==> config.mk <==
export PLATFORM = sky130hd
export DESIGN_NAME = grouped_min_max_mode_aggregator_core
export DESIGN_NICKNAME = d
export VERILOG_FILES = /design/src/design/gmma_pkg.sv /design/src/design/gmma_ctrl.sv /design/src/design/gmma_datapath.sv /design/src/design/grouped_min_max_mode_aggregator_core.sv
export SDC_FILE = /design/constraint.sdc
export NUM_CORES = 1
export LEC_CHECK = 0
export BUFFER_PORTS_ARGS = -buffer_cell sky130_fd_sc_hd__clkbuf_2
export CAP_MARGIN = 20
export CORE_UTILIZATION = 55
export CTS_BUF_LIST = sky130_fd_sc_hd__clkbuf_8 sky130_fd_sc_hd__clkbuf_16
export DETAILED_ROUTE_END_ITERATION = 8
export PLACE_DENSITY = 0.72
export SYNTH_ARGS = -nofsm -noshare
export SYNTH_HDL_FRONTEND = slang
export SYNTH_HIERARCHICAL = 1
export SYNTH_SLANG_ARGS = --single-unit
==> constraint.sdc <==
create_clock -name i_clk -period 9.35 [get_ports i_clk]
set_input_delay 0.4675 -clock i_clk [delete_from_list [all_inputs] [get_ports i_clk]]
set_output_delay 0.4675 -clock i_clk [all_outputs]
set_load 0.03 [all_outputs]
==> src/design/gmma_pkg.sv <==
package gmma_pkg;

    // Field widths fixed by the stream format.
    localparam int KEY_W   = 32;
    localparam int TEMP_W  = 16;
    localparam int CODE_W  = 8;
    localparam int DOM_W   = 7;
    localparam int INDEX_W = 16;

    // Input tdata: day_key, temperature, category_code, padded to 7 bytes.
    localparam int IN_DATA_W  = 56;
    // Output tdata: group_key, group_high, group_low, dominant_code,
    // group_index, padded to 11 bytes.
    localparam int OUT_DATA_W = 88;

    // Commands from the controller to the datapath.
    typedef struct packed {
        logic capture;    // register the accepted sample, start the bin read
        logic update;     // apply the sample to the open group
        logic emit;       // load the open group summary into the output register
        logic emit_last;  // last_of_run value for that emitted result
        logic finish;     // end of series: close the group, clear the ordinal
    } t_dp_cmd;

    // Status from the datapath to the controller.
    typedef struct packed {
        logic need_pre;   // the sample closes a different open group
        logic eos;        // the sample ends the series
        logic open_after; // a group is open once the sample is applied
        logic out_free;   // the output register can take a result this cycle
    } t_dp_status;

endpackage

==> src/design/gmma_ctrl.sv <==
module gmma_ctrl (
    input  logic                  i_clk,
    input  logic                  i_rst_n,
    input  logic                  i_s_axis_tvalid,
    output logic                  o_s_axis_tready,
    input  gmma_pkg::t_dp_status  i_status,
    output gmma_pkg::t_dp_cmd     o_cmd
);
    import gmma_pkg::*;

    typedef enum logic [2:0] {
        ST_IDLE   = 3'b001,
        ST_UPDATE = 3'b010,
        ST_FLUSH  = 3'b100
    } t_state;

    t_state r_state;
    t_state n_state;

    always_ff @(posedge i_clk) begin
        if (!i_rst_n) begin
            r_state <= ST_IDLE;
        end else begin
            r_state <= n_state;
        end
    end

    always_comb begin
        n_state         = r_state;
        o_cmd           = '0;
        o_s_axis_tready = 1'b0;
        unique case (r_state)
            ST_IDLE: begin
                o_s_axis_tready = 1'b1;
                if (i_s_axis_tvalid) begin
                    o_cmd.capture = 1'b1;
                    n_state       = ST_UPDATE;
                end
            end
            ST_UPDATE: begin
                // Hold while the closed group cannot be handed to the output.
                if (!(i_status.need_pre && !i_status.out_free)) begin
                    o_cmd.update = 1'b1;
                    if (i_status.need_pre) begin
                        o_cmd.emit      = 1'b1;
                        o_cmd.emit_last = !(i_status.eos && i_status.open_after);
                    end
                    if (i_status.eos && i_status.open_after) begin
                        n_state = ST_FLUSH;
                    end else begin
                        o_cmd.finish = i_status.eos;
                        n_state      = ST_IDLE;
                    end
                end
            end
            ST_FLUSH: begin
                if (i_status.out_free) begin
                    o_cmd.emit      = 1'b1;
                    o_cmd.emit_last = 1'b1;
                    o_cmd.finish    = 1'b1;
                    n_state         = ST_IDLE;
                end
            end
            default: begin
                n_state = ST_IDLE;
            end
        endcase
    end

endmodule

==> src/design/gmma_datapath.sv <==
module gmma_datapath #(
    parameter int NUM_CODES      = 100,
    parameter int BIN_COUNT_BITS = 8
) (
    input  logic                                i_clk,
    input  logic                                i_rst_n,
    input  logic [gmma_pkg::IN_DATA_W-1:0]      i_s_axis_tdata,
    input  logic                                i_s_axis_tuser,
    input  logic                                i_s_axis_tlast,
    output logic                                o_m_axis_tvalid,
    input  logic                                i_m_axis_tready,
    output logic [gmma_pkg::OUT_DATA_W-1:0]     o_m_axis_tdata,
    output logic                                o_m_axis_tlast,
    input  gmma_pkg::t_dp_cmd                   i_cmd,
    output gmma_pkg::t_dp_status                o_status
);
    import gmma_pkg::*;

    localparam int ADDR_W = $clog2(NUM_CODES);
    localparam logic [CODE_W:0]         NUM_CODES_V = (CODE_W+1)'(NUM_CODES);
    localparam logic [BIN_COUNT_BITS-1:0] BIN_MAX   = '1;

    // Histogram bins; a bin whose valid bit is clear reads as zero.
    logic [BIN_COUNT_BITS-1:0] r_mem [NUM_CODES];
    logic [BIN_COUNT_BITS-1:0] r_rdata;
    logic [NUM_CODES-1:0]      r_valid;
    logic [NUM_CODES-1:0]      n_valid;

    // Captured sample.
    logic [KEY_W-1:0]          r_key;
    logic                      r_present;
    logic signed [TEMP_W-1:0]  r_temp;
    logic [CODE_W-1:0]         r_code;
    logic                      r_eos;

    // Open group.
    logic                      r_open;
    logic [KEY_W-1:0]          r_open_key;
    logic signed [TEMP_W-1:0]  r_high;
    logic signed [TEMP_W-1:0]  r_low;
    logic [ADDR_W-1:0]         r_best_code;
    logic [BIN_COUNT_BITS-1:0] r_best_cnt;
    logic [INDEX_W-1:0]        r_groups;

    // Output register.
    logic                      r_out_valid;
    logic [KEY_W-1:0]          r_out_key;
    logic signed [TEMP_W-1:0]  r_out_high;
    logic signed [TEMP_W-1:0]  r_out_low;
    logic [DOM_W-1:0]          r_out_dom;
    logic [INDEX_W-1:0]        r_out_index;
    logic                      r_out_last;

    logic [CODE_W-1:0]         in_code;
    logic                      in_range_in;
    logic [ADDR_W-1:0]         in_addr;
    logic                      new_grp;
    logic                      in_range;
    logic [ADDR_W-1:0]         addr;
    logic [BIN_COUNT_BITS-1:0] cur_cnt;
    logic [BIN_COUNT_BITS-1:0] inc_cnt;
    logic                      counted;
    logic [ADDR_W-1:0]         base_code;
    logic [BIN_COUNT_BITS-1:0] base_cnt;
    logic                      take_best;

    assign in_code     = i_s_axis_tdata[KEY_W+TEMP_W +: CODE_W];
    assign in_range_in = {1'b0, in_code} < NUM_CODES_V;
    assign in_addr     = in_code[ADDR_W-1:0];

    assign new_grp  = r_present && (!r_open || (r_key != r_open_key));
    assign in_range = {1'b0, r_code} < NUM_CODES_V;
    assign addr     = r_code[ADDR_W-1:0];
    assign cur_cnt  = (!new_grp && in_range && r_valid[addr]) ? r_rdata : '0;
    assign inc_cnt  = cur_cnt + 1'b1;
    assign counted  = r_present && in_range && (cur_cnt != BIN_MAX);

    // Running argmax: the bumped bin wins if it passes the best count, or
    // ties it with a lower code.
    assign base_code = new_grp ? '0 : r_best_code;
    assign base_cnt  = new_grp ? '0 : r_best_cnt;
    assign take_best = counted && ((inc_cnt > base_cnt) ||
                                   ((inc_cnt == base_cnt) && (addr < base_code)));

    always_comb begin
        n_valid = new_grp ? '0 : r_valid;
        if (counted) begin
            n_valid[addr] = 1'b1;
        end
    end

    assign o_status.need_pre   = r_present && r_open && (r_key != r_open_key);
    assign o_status.eos        = r_eos;
    assign o_status.open_after = r_present || r_open;
    assign o_status.out_free   = !r_out_valid || i_m_axis_tready;

    // Bin memory: one read at capture, one write when the sample is applied.
    always_ff @(posedge i_clk) begin
        if (i_cmd.capture && in_range_in) begin
            r_rdata <= r_mem[in_addr];
        end
        if (i_cmd.update && counted) begin
            r_mem[addr] <= inc_cnt;
        end
    end

    always_ff @(posedge i_clk) begin
        if (i_cmd.capture) begin
            r_key     <= i_s_axis_tdata[KEY_W-1:0];
            r_temp    <= i_s_axis_tdata[KEY_W +: TEMP_W];
            r_code    <= in_code;
            r_present <= i_s_axis_tuser;
            r_eos     <= i_s_axis_tlast;
        end
        if (i_cmd.update && r_present) begin
            r_best_code <= take_best ? addr : base_code;
            r_best_cnt  <= take_best ? inc_cnt : base_cnt;
            if (new_grp) begin
                r_open_key <= r_key;
                r_high     <= r_temp;
                r_low      <= r_temp;
            end else begin
                if (r_temp > r_high) begin
                    r_high <= r_temp;
                end
                if (r_temp < r_low) begin
                    r_low <= r_temp;
                end
            end
        end
        if (i_cmd.emit) begin
            r_out_key   <= r_open_key;
            r_out_high  <= r_high;
            r_out_low   <= r_low;
            r_out_dom   <= DOM_W'(r_best_code);
            r_out_index <= r_groups;
            r_out_last  <= i_cmd.emit_last;
        end
    end

    always_ff @(posedge i_clk) begin
        if (!i_rst_n) begin
            r_open      <= 1'b0;
            r_groups    <= '0;
            r_valid     <= '0;
            r_out_valid <= 1'b0;
        end else begin
            if (i_cmd.update && r_present) begin
                r_valid <= n_valid;
            end
            if (i_cmd.finish) begin
                r_open   <= 1'b0;
                r_groups <= '0;
            end else begin
                if (i_cmd.update && r_present) begin
                    r_open <= 1'b1;
                end
                if (i_cmd.emit) begin
                    r_groups <= r_groups + 1'b1;
                end
            end
            if (i_cmd.emit) begin
                r_out_valid <= 1'b1;
            end else if (i_m_axis_tready) begin
                r_out_valid <= 1'b0;
            end
        end
    end

    assign o_m_axis_tvalid = r_out_valid;
    assign o_m_axis_tlast  = r_out_last;
    assign o_m_axis_tdata  = {1'b0, r_out_index, r_out_dom, r_out_low, r_out_high, r_out_key};

endmodule

==> src/design/grouped_min_max_mode_aggregator_core.sv <==
// A sample is captured in the idle state, starting the histogram bin read, and is
// applied in the update state, which loads a group it closes into the output
// register; a group left open by an end-of-series sample is flushed from the flush
// state. A new sample is taken only in the idle state, after the last one is done.
// Reset: i_rst_n is synchronous and active low; no group is open, the ordinal is
// zero and every histogram bin reads as zero at once, with no clearing pass.
module grouped_min_max_mode_aggregator_core #(
    parameter int NUM_CODES      = 100,
    parameter int BIN_COUNT_BITS = 8
) (
    input  logic                             i_clk,
    input  logic                             i_rst_n,
    // Sample stream.
    input  logic                             i_s_axis_tvalid,
    output logic                             o_s_axis_tready,
    // From bit 0: day_key[31:0], temperature[47:32], category_code[55:48].
    input  logic [gmma_pkg::IN_DATA_W-1:0]   i_s_axis_tdata,
    // key_present.
    input  logic                             i_s_axis_tuser,
    // end_of_series.
    input  logic                             i_s_axis_tlast,
    // Group summary stream.
    output logic                             o_m_axis_tvalid,
    input  logic                             i_m_axis_tready,
    // From bit 0: group_key[31:0], group_high[47:32], group_low[63:48],
    // dominant_code[70:64], group_index[86:71], zero pad[87].
    output logic [gmma_pkg::OUT_DATA_W-1:0]  o_m_axis_tdata,
    // last_of_run.
    output logic                             o_m_axis_tlast
);
    import gmma_pkg::*;

    // The controller sequences each sample: capture (which also starts the
    // histogram bin read), then apply it, emitting the closed group when the
    // key changes, and a final flush state when the series ends with a group open. The
    // histogram lives in a memory inside the datapath; a bank of per-bin
    // valid bits is cleared at once whenever a new group opens, and the
    // most frequent code is tracked incrementally as bins are bumped, so a
    // summary never has to scan the bins.
    //
    // The output register separates the two sides: a new sample transaction
    // is taken while a summary still waits, and the controller only holds
    // when it must hand over a second summary before the first has left.
    t_dp_cmd    cmd;
    t_dp_status status;

    gmma_ctrl u_ctrl (
        .i_clk           (i_clk),
        .i_rst_n         (i_rst_n),
        .i_s_axis_tvalid (i_s_axis_tvalid),
        .o_s_axis_tready (o_s_axis_tready),
        .i_status        (status),
        .o_cmd           (cmd)
    );

    gmma_datapath #(
        .NUM_CODES      (NUM_CODES),
        .BIN_COUNT_BITS (BIN_COUNT_BITS)
    ) u_datapath (
        .i_clk           (i_clk),
        .i_rst_n         (i_rst_n),
        .i_s_axis_tdata  (i_s_axis_tdata),
        .i_s_axis_tuser  (i_s_axis_tuser),
        .i_s_axis_tlast  (i_s_axis_tlast),
        .o_m_axis_tvalid (o_m_axis_tvalid),
        .i_m_axis_tready (i_m_axis_tready),
        .o_m_axis_tdata  (o_m_axis_tdata),
        .o_m_axis_tlast  (o_m_axis_tlast),
        .i_cmd           (cmd),
        .o_status        (status)
    );

endmodule

==> run_results.csv <==
group,metric,value,unit
critical_path,required,9.86,ns
critical_path,crit_path_max_incr_delay,1.02,ns
layout,nNetsFinal,2695,
synth,synth_compound_area_share,3.32,%
die,die_h,290,um
global_routing,antenna_found_initial,0,
power_and_ir_drop,power,10.6,mW
sta,relSlewSlack,24.7,%
clock_tree,clockBufferDepth,3,
synth,synthXorXnorAreaFrac,1.02,%
critical_path,startpoint_type,"flip-flop",
synth,synth_top_family_by_area,"multiplexers",
sta,finalMaxSlewViolations,0,
clock_tree,clock_latency,0.68,ns
power_and_ir_drop,power_density,205,nW/um2
critical_path,cp_max_fo,102,
critical_path,worst-setup-path-type,"reg2reg",
clock_tree,h-tree-depth,3,
sta,fmax,0.156,GHz
detailed_routing,drt-total-wl,96.3,mm
synth,synth_area_leaders,"edfxtp_1 68%, mux4_2 13%, dfxtp_1 5.3%",
synth,yosys_most_used_dff,"edfxtp_1",
detailed_routing,drtPass1Iterations,5,
sta,post-route-period-util,68.8,%
critical_path,crit_path_end_kind,"flip-flop",
detailed_routing,final_antenna_net_count,0,
clock_tree,clk_pin_slew,0.06,ns
power_and_ir_drop,leakagePower,17.1,nW
placement,dpl_cell_area,47500,um2
detailed_routing,drt_iter0_markers,2292,
critical_path,cp.arrival,6.94,ns
sta,clock_skew,0.0295,ns
power_and_ir_drop,p_seq_share,54.2,%
sta,setup_violations,0,
critical_path,crit_slowest_cell,"edfxtp_1",
clock_tree,cts_tree,"yes",
sta,layout_min_cycle_time,6.43,ns
die,io_pins,153,
synth,synth_cell_types,67,
power_and_ir_drop,p_int,8.29,mW
layout,diodes,0,
global_routing,grt_max_degree,108,
global_routing,grt_pass1_wl,145,mm
synth,avgSynthCellArea,19.5,um2
sta,max_slew.worst_pin.slew,1.13,ns
synth,yosys_warnings,6,
critical_path,cp_cell_sequence,"nor2b_1 > a22oi_1 > a31oi_1 > nor3_1 > nand4_2 > or2_2 > nor2_1 > ha_4 > ha_1 > nand3_1 > a21oi_1 > a211oi_1 > o21ai_0 > nand4_1 > nor3_2 > buf_4 > mux2i_1",
detailed_routing,via_count,23200,
clock_tree,cts_setup_buffers,0,
global_routing,grt_pass1_vias,23700,
layout,fin_util,62.8,%
clock_tree,cts_sinks,1154,
hold_path,hp-class,"in2reg",
power_and_ir_drop,pwr-share-clk,39.9,%
synth,ys_ff_latch,1154,
clock_tree,cts-buffers-inserted,112,
layout,area_growth,13.2,%
critical_path,cp.buffers_inverters,1,
die,initial_utilization,55.5,%
status,status,"finished clean",
placement,dp_hpwl,58.4,mm
synth,synth_seq_area_share,73.5,%
clock_tree,cts_root_buffer,"clkbuf_16",
die,core,82000,um2
detailed_routing,drc_errors,0,
power_and_ir_drop,comb_power_share,5.9,%
die,rows,105,
synth,synth_top_area_share,68.2,%
layout,stdcell_area,51500,um2
placement,numPortBuffers,151,
layout,drive_gt1_share,26.1,%
synth,synthCells,2329,
job,max_cap_violations,0,
synth,yosys.area_share.simple,4.40,%
placement,place_inst,3484,
synth,synth_fa_ha_area_share,1.29,%
synth,synth_edf_count,1033,
power_and_ir_drop,vdd_drop_max,0.172,mV
synth,synthArstFlopShare,0,%
global_routing,track_usage,23.2,%
sta,finalHoldViolations,0,
power_and_ir_drop,p_sw,2.26,mW
sta,rsz0062_at_grt,"no",
sta,fin_hold_ws,0.0803,ns
detailed_routing,routedWlPerCell,25.7,um
critical_path,cp_top_family,"simple AND/OR/NAND/NOR gates",
sta,fin_tns_setup,0,ns
die,fp.dieArea,83900,um2
layout,layout.cells.non_filler,3749,
power_and_ir_drop,swShare,21.4,%
detailed_routing,vias_per_cell,6.18,
synth,synth.net_count,2438,
placement,place.gp.congestion,0.869,
layout,fill_cells,5609,
die,die_x,290,um
synth,yosys.area.top_type,"edfxtp_1",
sta,fin_ws,2.92,ns
global_routing,grt_overflow,0,
placement,dp_slack,2.80,ns
synth,netlist_area,45500,um2
layout,layout_commonest_cell,"edfxtp_1",
layout,final_cell_mix,"1033 x edfxtp_1, 261 x mux4_2, 148 x clkbuf_2",
synth,synthMuxAreaShare,14.5,%
-- timing repair --
item,CTS,global route
endpoints found under the setup margin,0,0
hold buffers,50,0
resized for setup,0,0
hold endpoints to repair,50,0
-- cell type report --
class	count	area, um2	share of cell area [%]
sequential	1154	33400	65.0
multi-input combinational	985	11200	21.8
timing repair buffer	274	1800	3.50
inverter	59	221	0.430
clock buffer	119	2930	5.70
clock inverter	88	515	1.00
tap	1070	1340	2.60
-- worst register-to-register path, cell delays in order, from the launching register on --
cell and delay, ns:
edfxtp_1 1.02, nor2b_1 0.51, a22oi_1 0.29, a31oi_1 0.12
nor3_1 0.20, nand4_2 0.27, or2_2 0.42, nor2_1 0.38
ha_4 0.91, ha_1 0.28, nand3_1 0.09, a21oi_1 0.14
a211oi_1 0.07, o21ai_0 0.19, nand4_1 0.15, nor3_2 0.74
buf_4 0.32, mux2i_1 0.21
-- power groups by stage --
stage	Combinational (mW)	Sequential (mW)	Clock [mW]
global placement	0.587	5.83	0
detailed placement	0.608	5.83	0
global route	0.666	5.73	4.47
finish	0.623	5.72	4.21
floorplan	0.416	5.82	0
CTS	0.626	5.72	4.29
-- routing by layer --
layer | global-route usage, % | share of wire, % | routed length [um]
met2 | 38.6 | 50 | 48200
met5 | 0 | 0 | 0
met4 | 6.47 | 2.1 | 2060
met3 | 3.21 | 6.8 | 6570
met1 | 32.4 | 41 | 39500
-- cells by family (layout without fill, tap and decap cells) --
group	Yosys count	count (layout)
AND/OR/NAND/NOR	363	363
buffers and inverters	190	540
multiplexers	330	330
flip-flops	1154	1154
XOR/XNOR	53	53
AO/OA/AOI/OAI	191	191
adder cells (fa/ha/maj)	47	47
other	1	1
-- worst paths after layout --
check                                from                         end  slack, ns  depth (start not counted)
hold / removal         i_s_axis_tdata[55]        u_datapath/r_code[7]       0.08                          1
setup reg to reg     u_datapath/r_code[1]   u_datapath/r_best_code[4]       2.92                         17
hold reg to reg   u_datapath/r_groups[12]  u_datapath/r_out_index[12]       0.44                          0
setup / recovery     u_datapath/r_code[1]   u_datapath/r_best_code[4]       2.92                         17
-- registers in the layout, summed over array words and instances (netlist names), 8 cells and up --
name / count
u_datapath/r_best_cnt: 8
u_datapath/r_code: 8
u_datapath/r_groups: 16
u_datapath/r_high: 16
u_datapath/r_key: 32
u_datapath/r_low: 16
u_datapath/r_mem: 800
u_datapath/r_open_key: 32
u_datapath/r_out_high: 16
u_datapath/r_out_index: 16
u_datapath/r_out_key: 32
u_datapath/r_out_low: 16
u_datapath/r_rdata: 8
u_datapath/r_temp: 16
u_datapath/r_valid: 100
-- synthesized netlist by cell type, drive strengths merged, types with 3 or more instances --
library cell  instances
nor4                 12
a22oi                15
a211oi                4
o21bai                4
inv                  58
nor3                 82
a21oi                17
mux2                 10
o21ai                43
dfxtp               121
ha                   47
nand2b               24
nand2                67
or3                   5
and2                  6
or4                   3
nor3b                 3
nor2b                14
nor2                 77
a31oi                 4
xnor2                 3
a32o                 74
nand4                26
edfxtp             1033
clkbuf               68
and3                  7
mux4                261
buf                  63
nand3                30
a21o                 14
mux2i                59
xor2                 50
(Power assumes the default switching activity.)
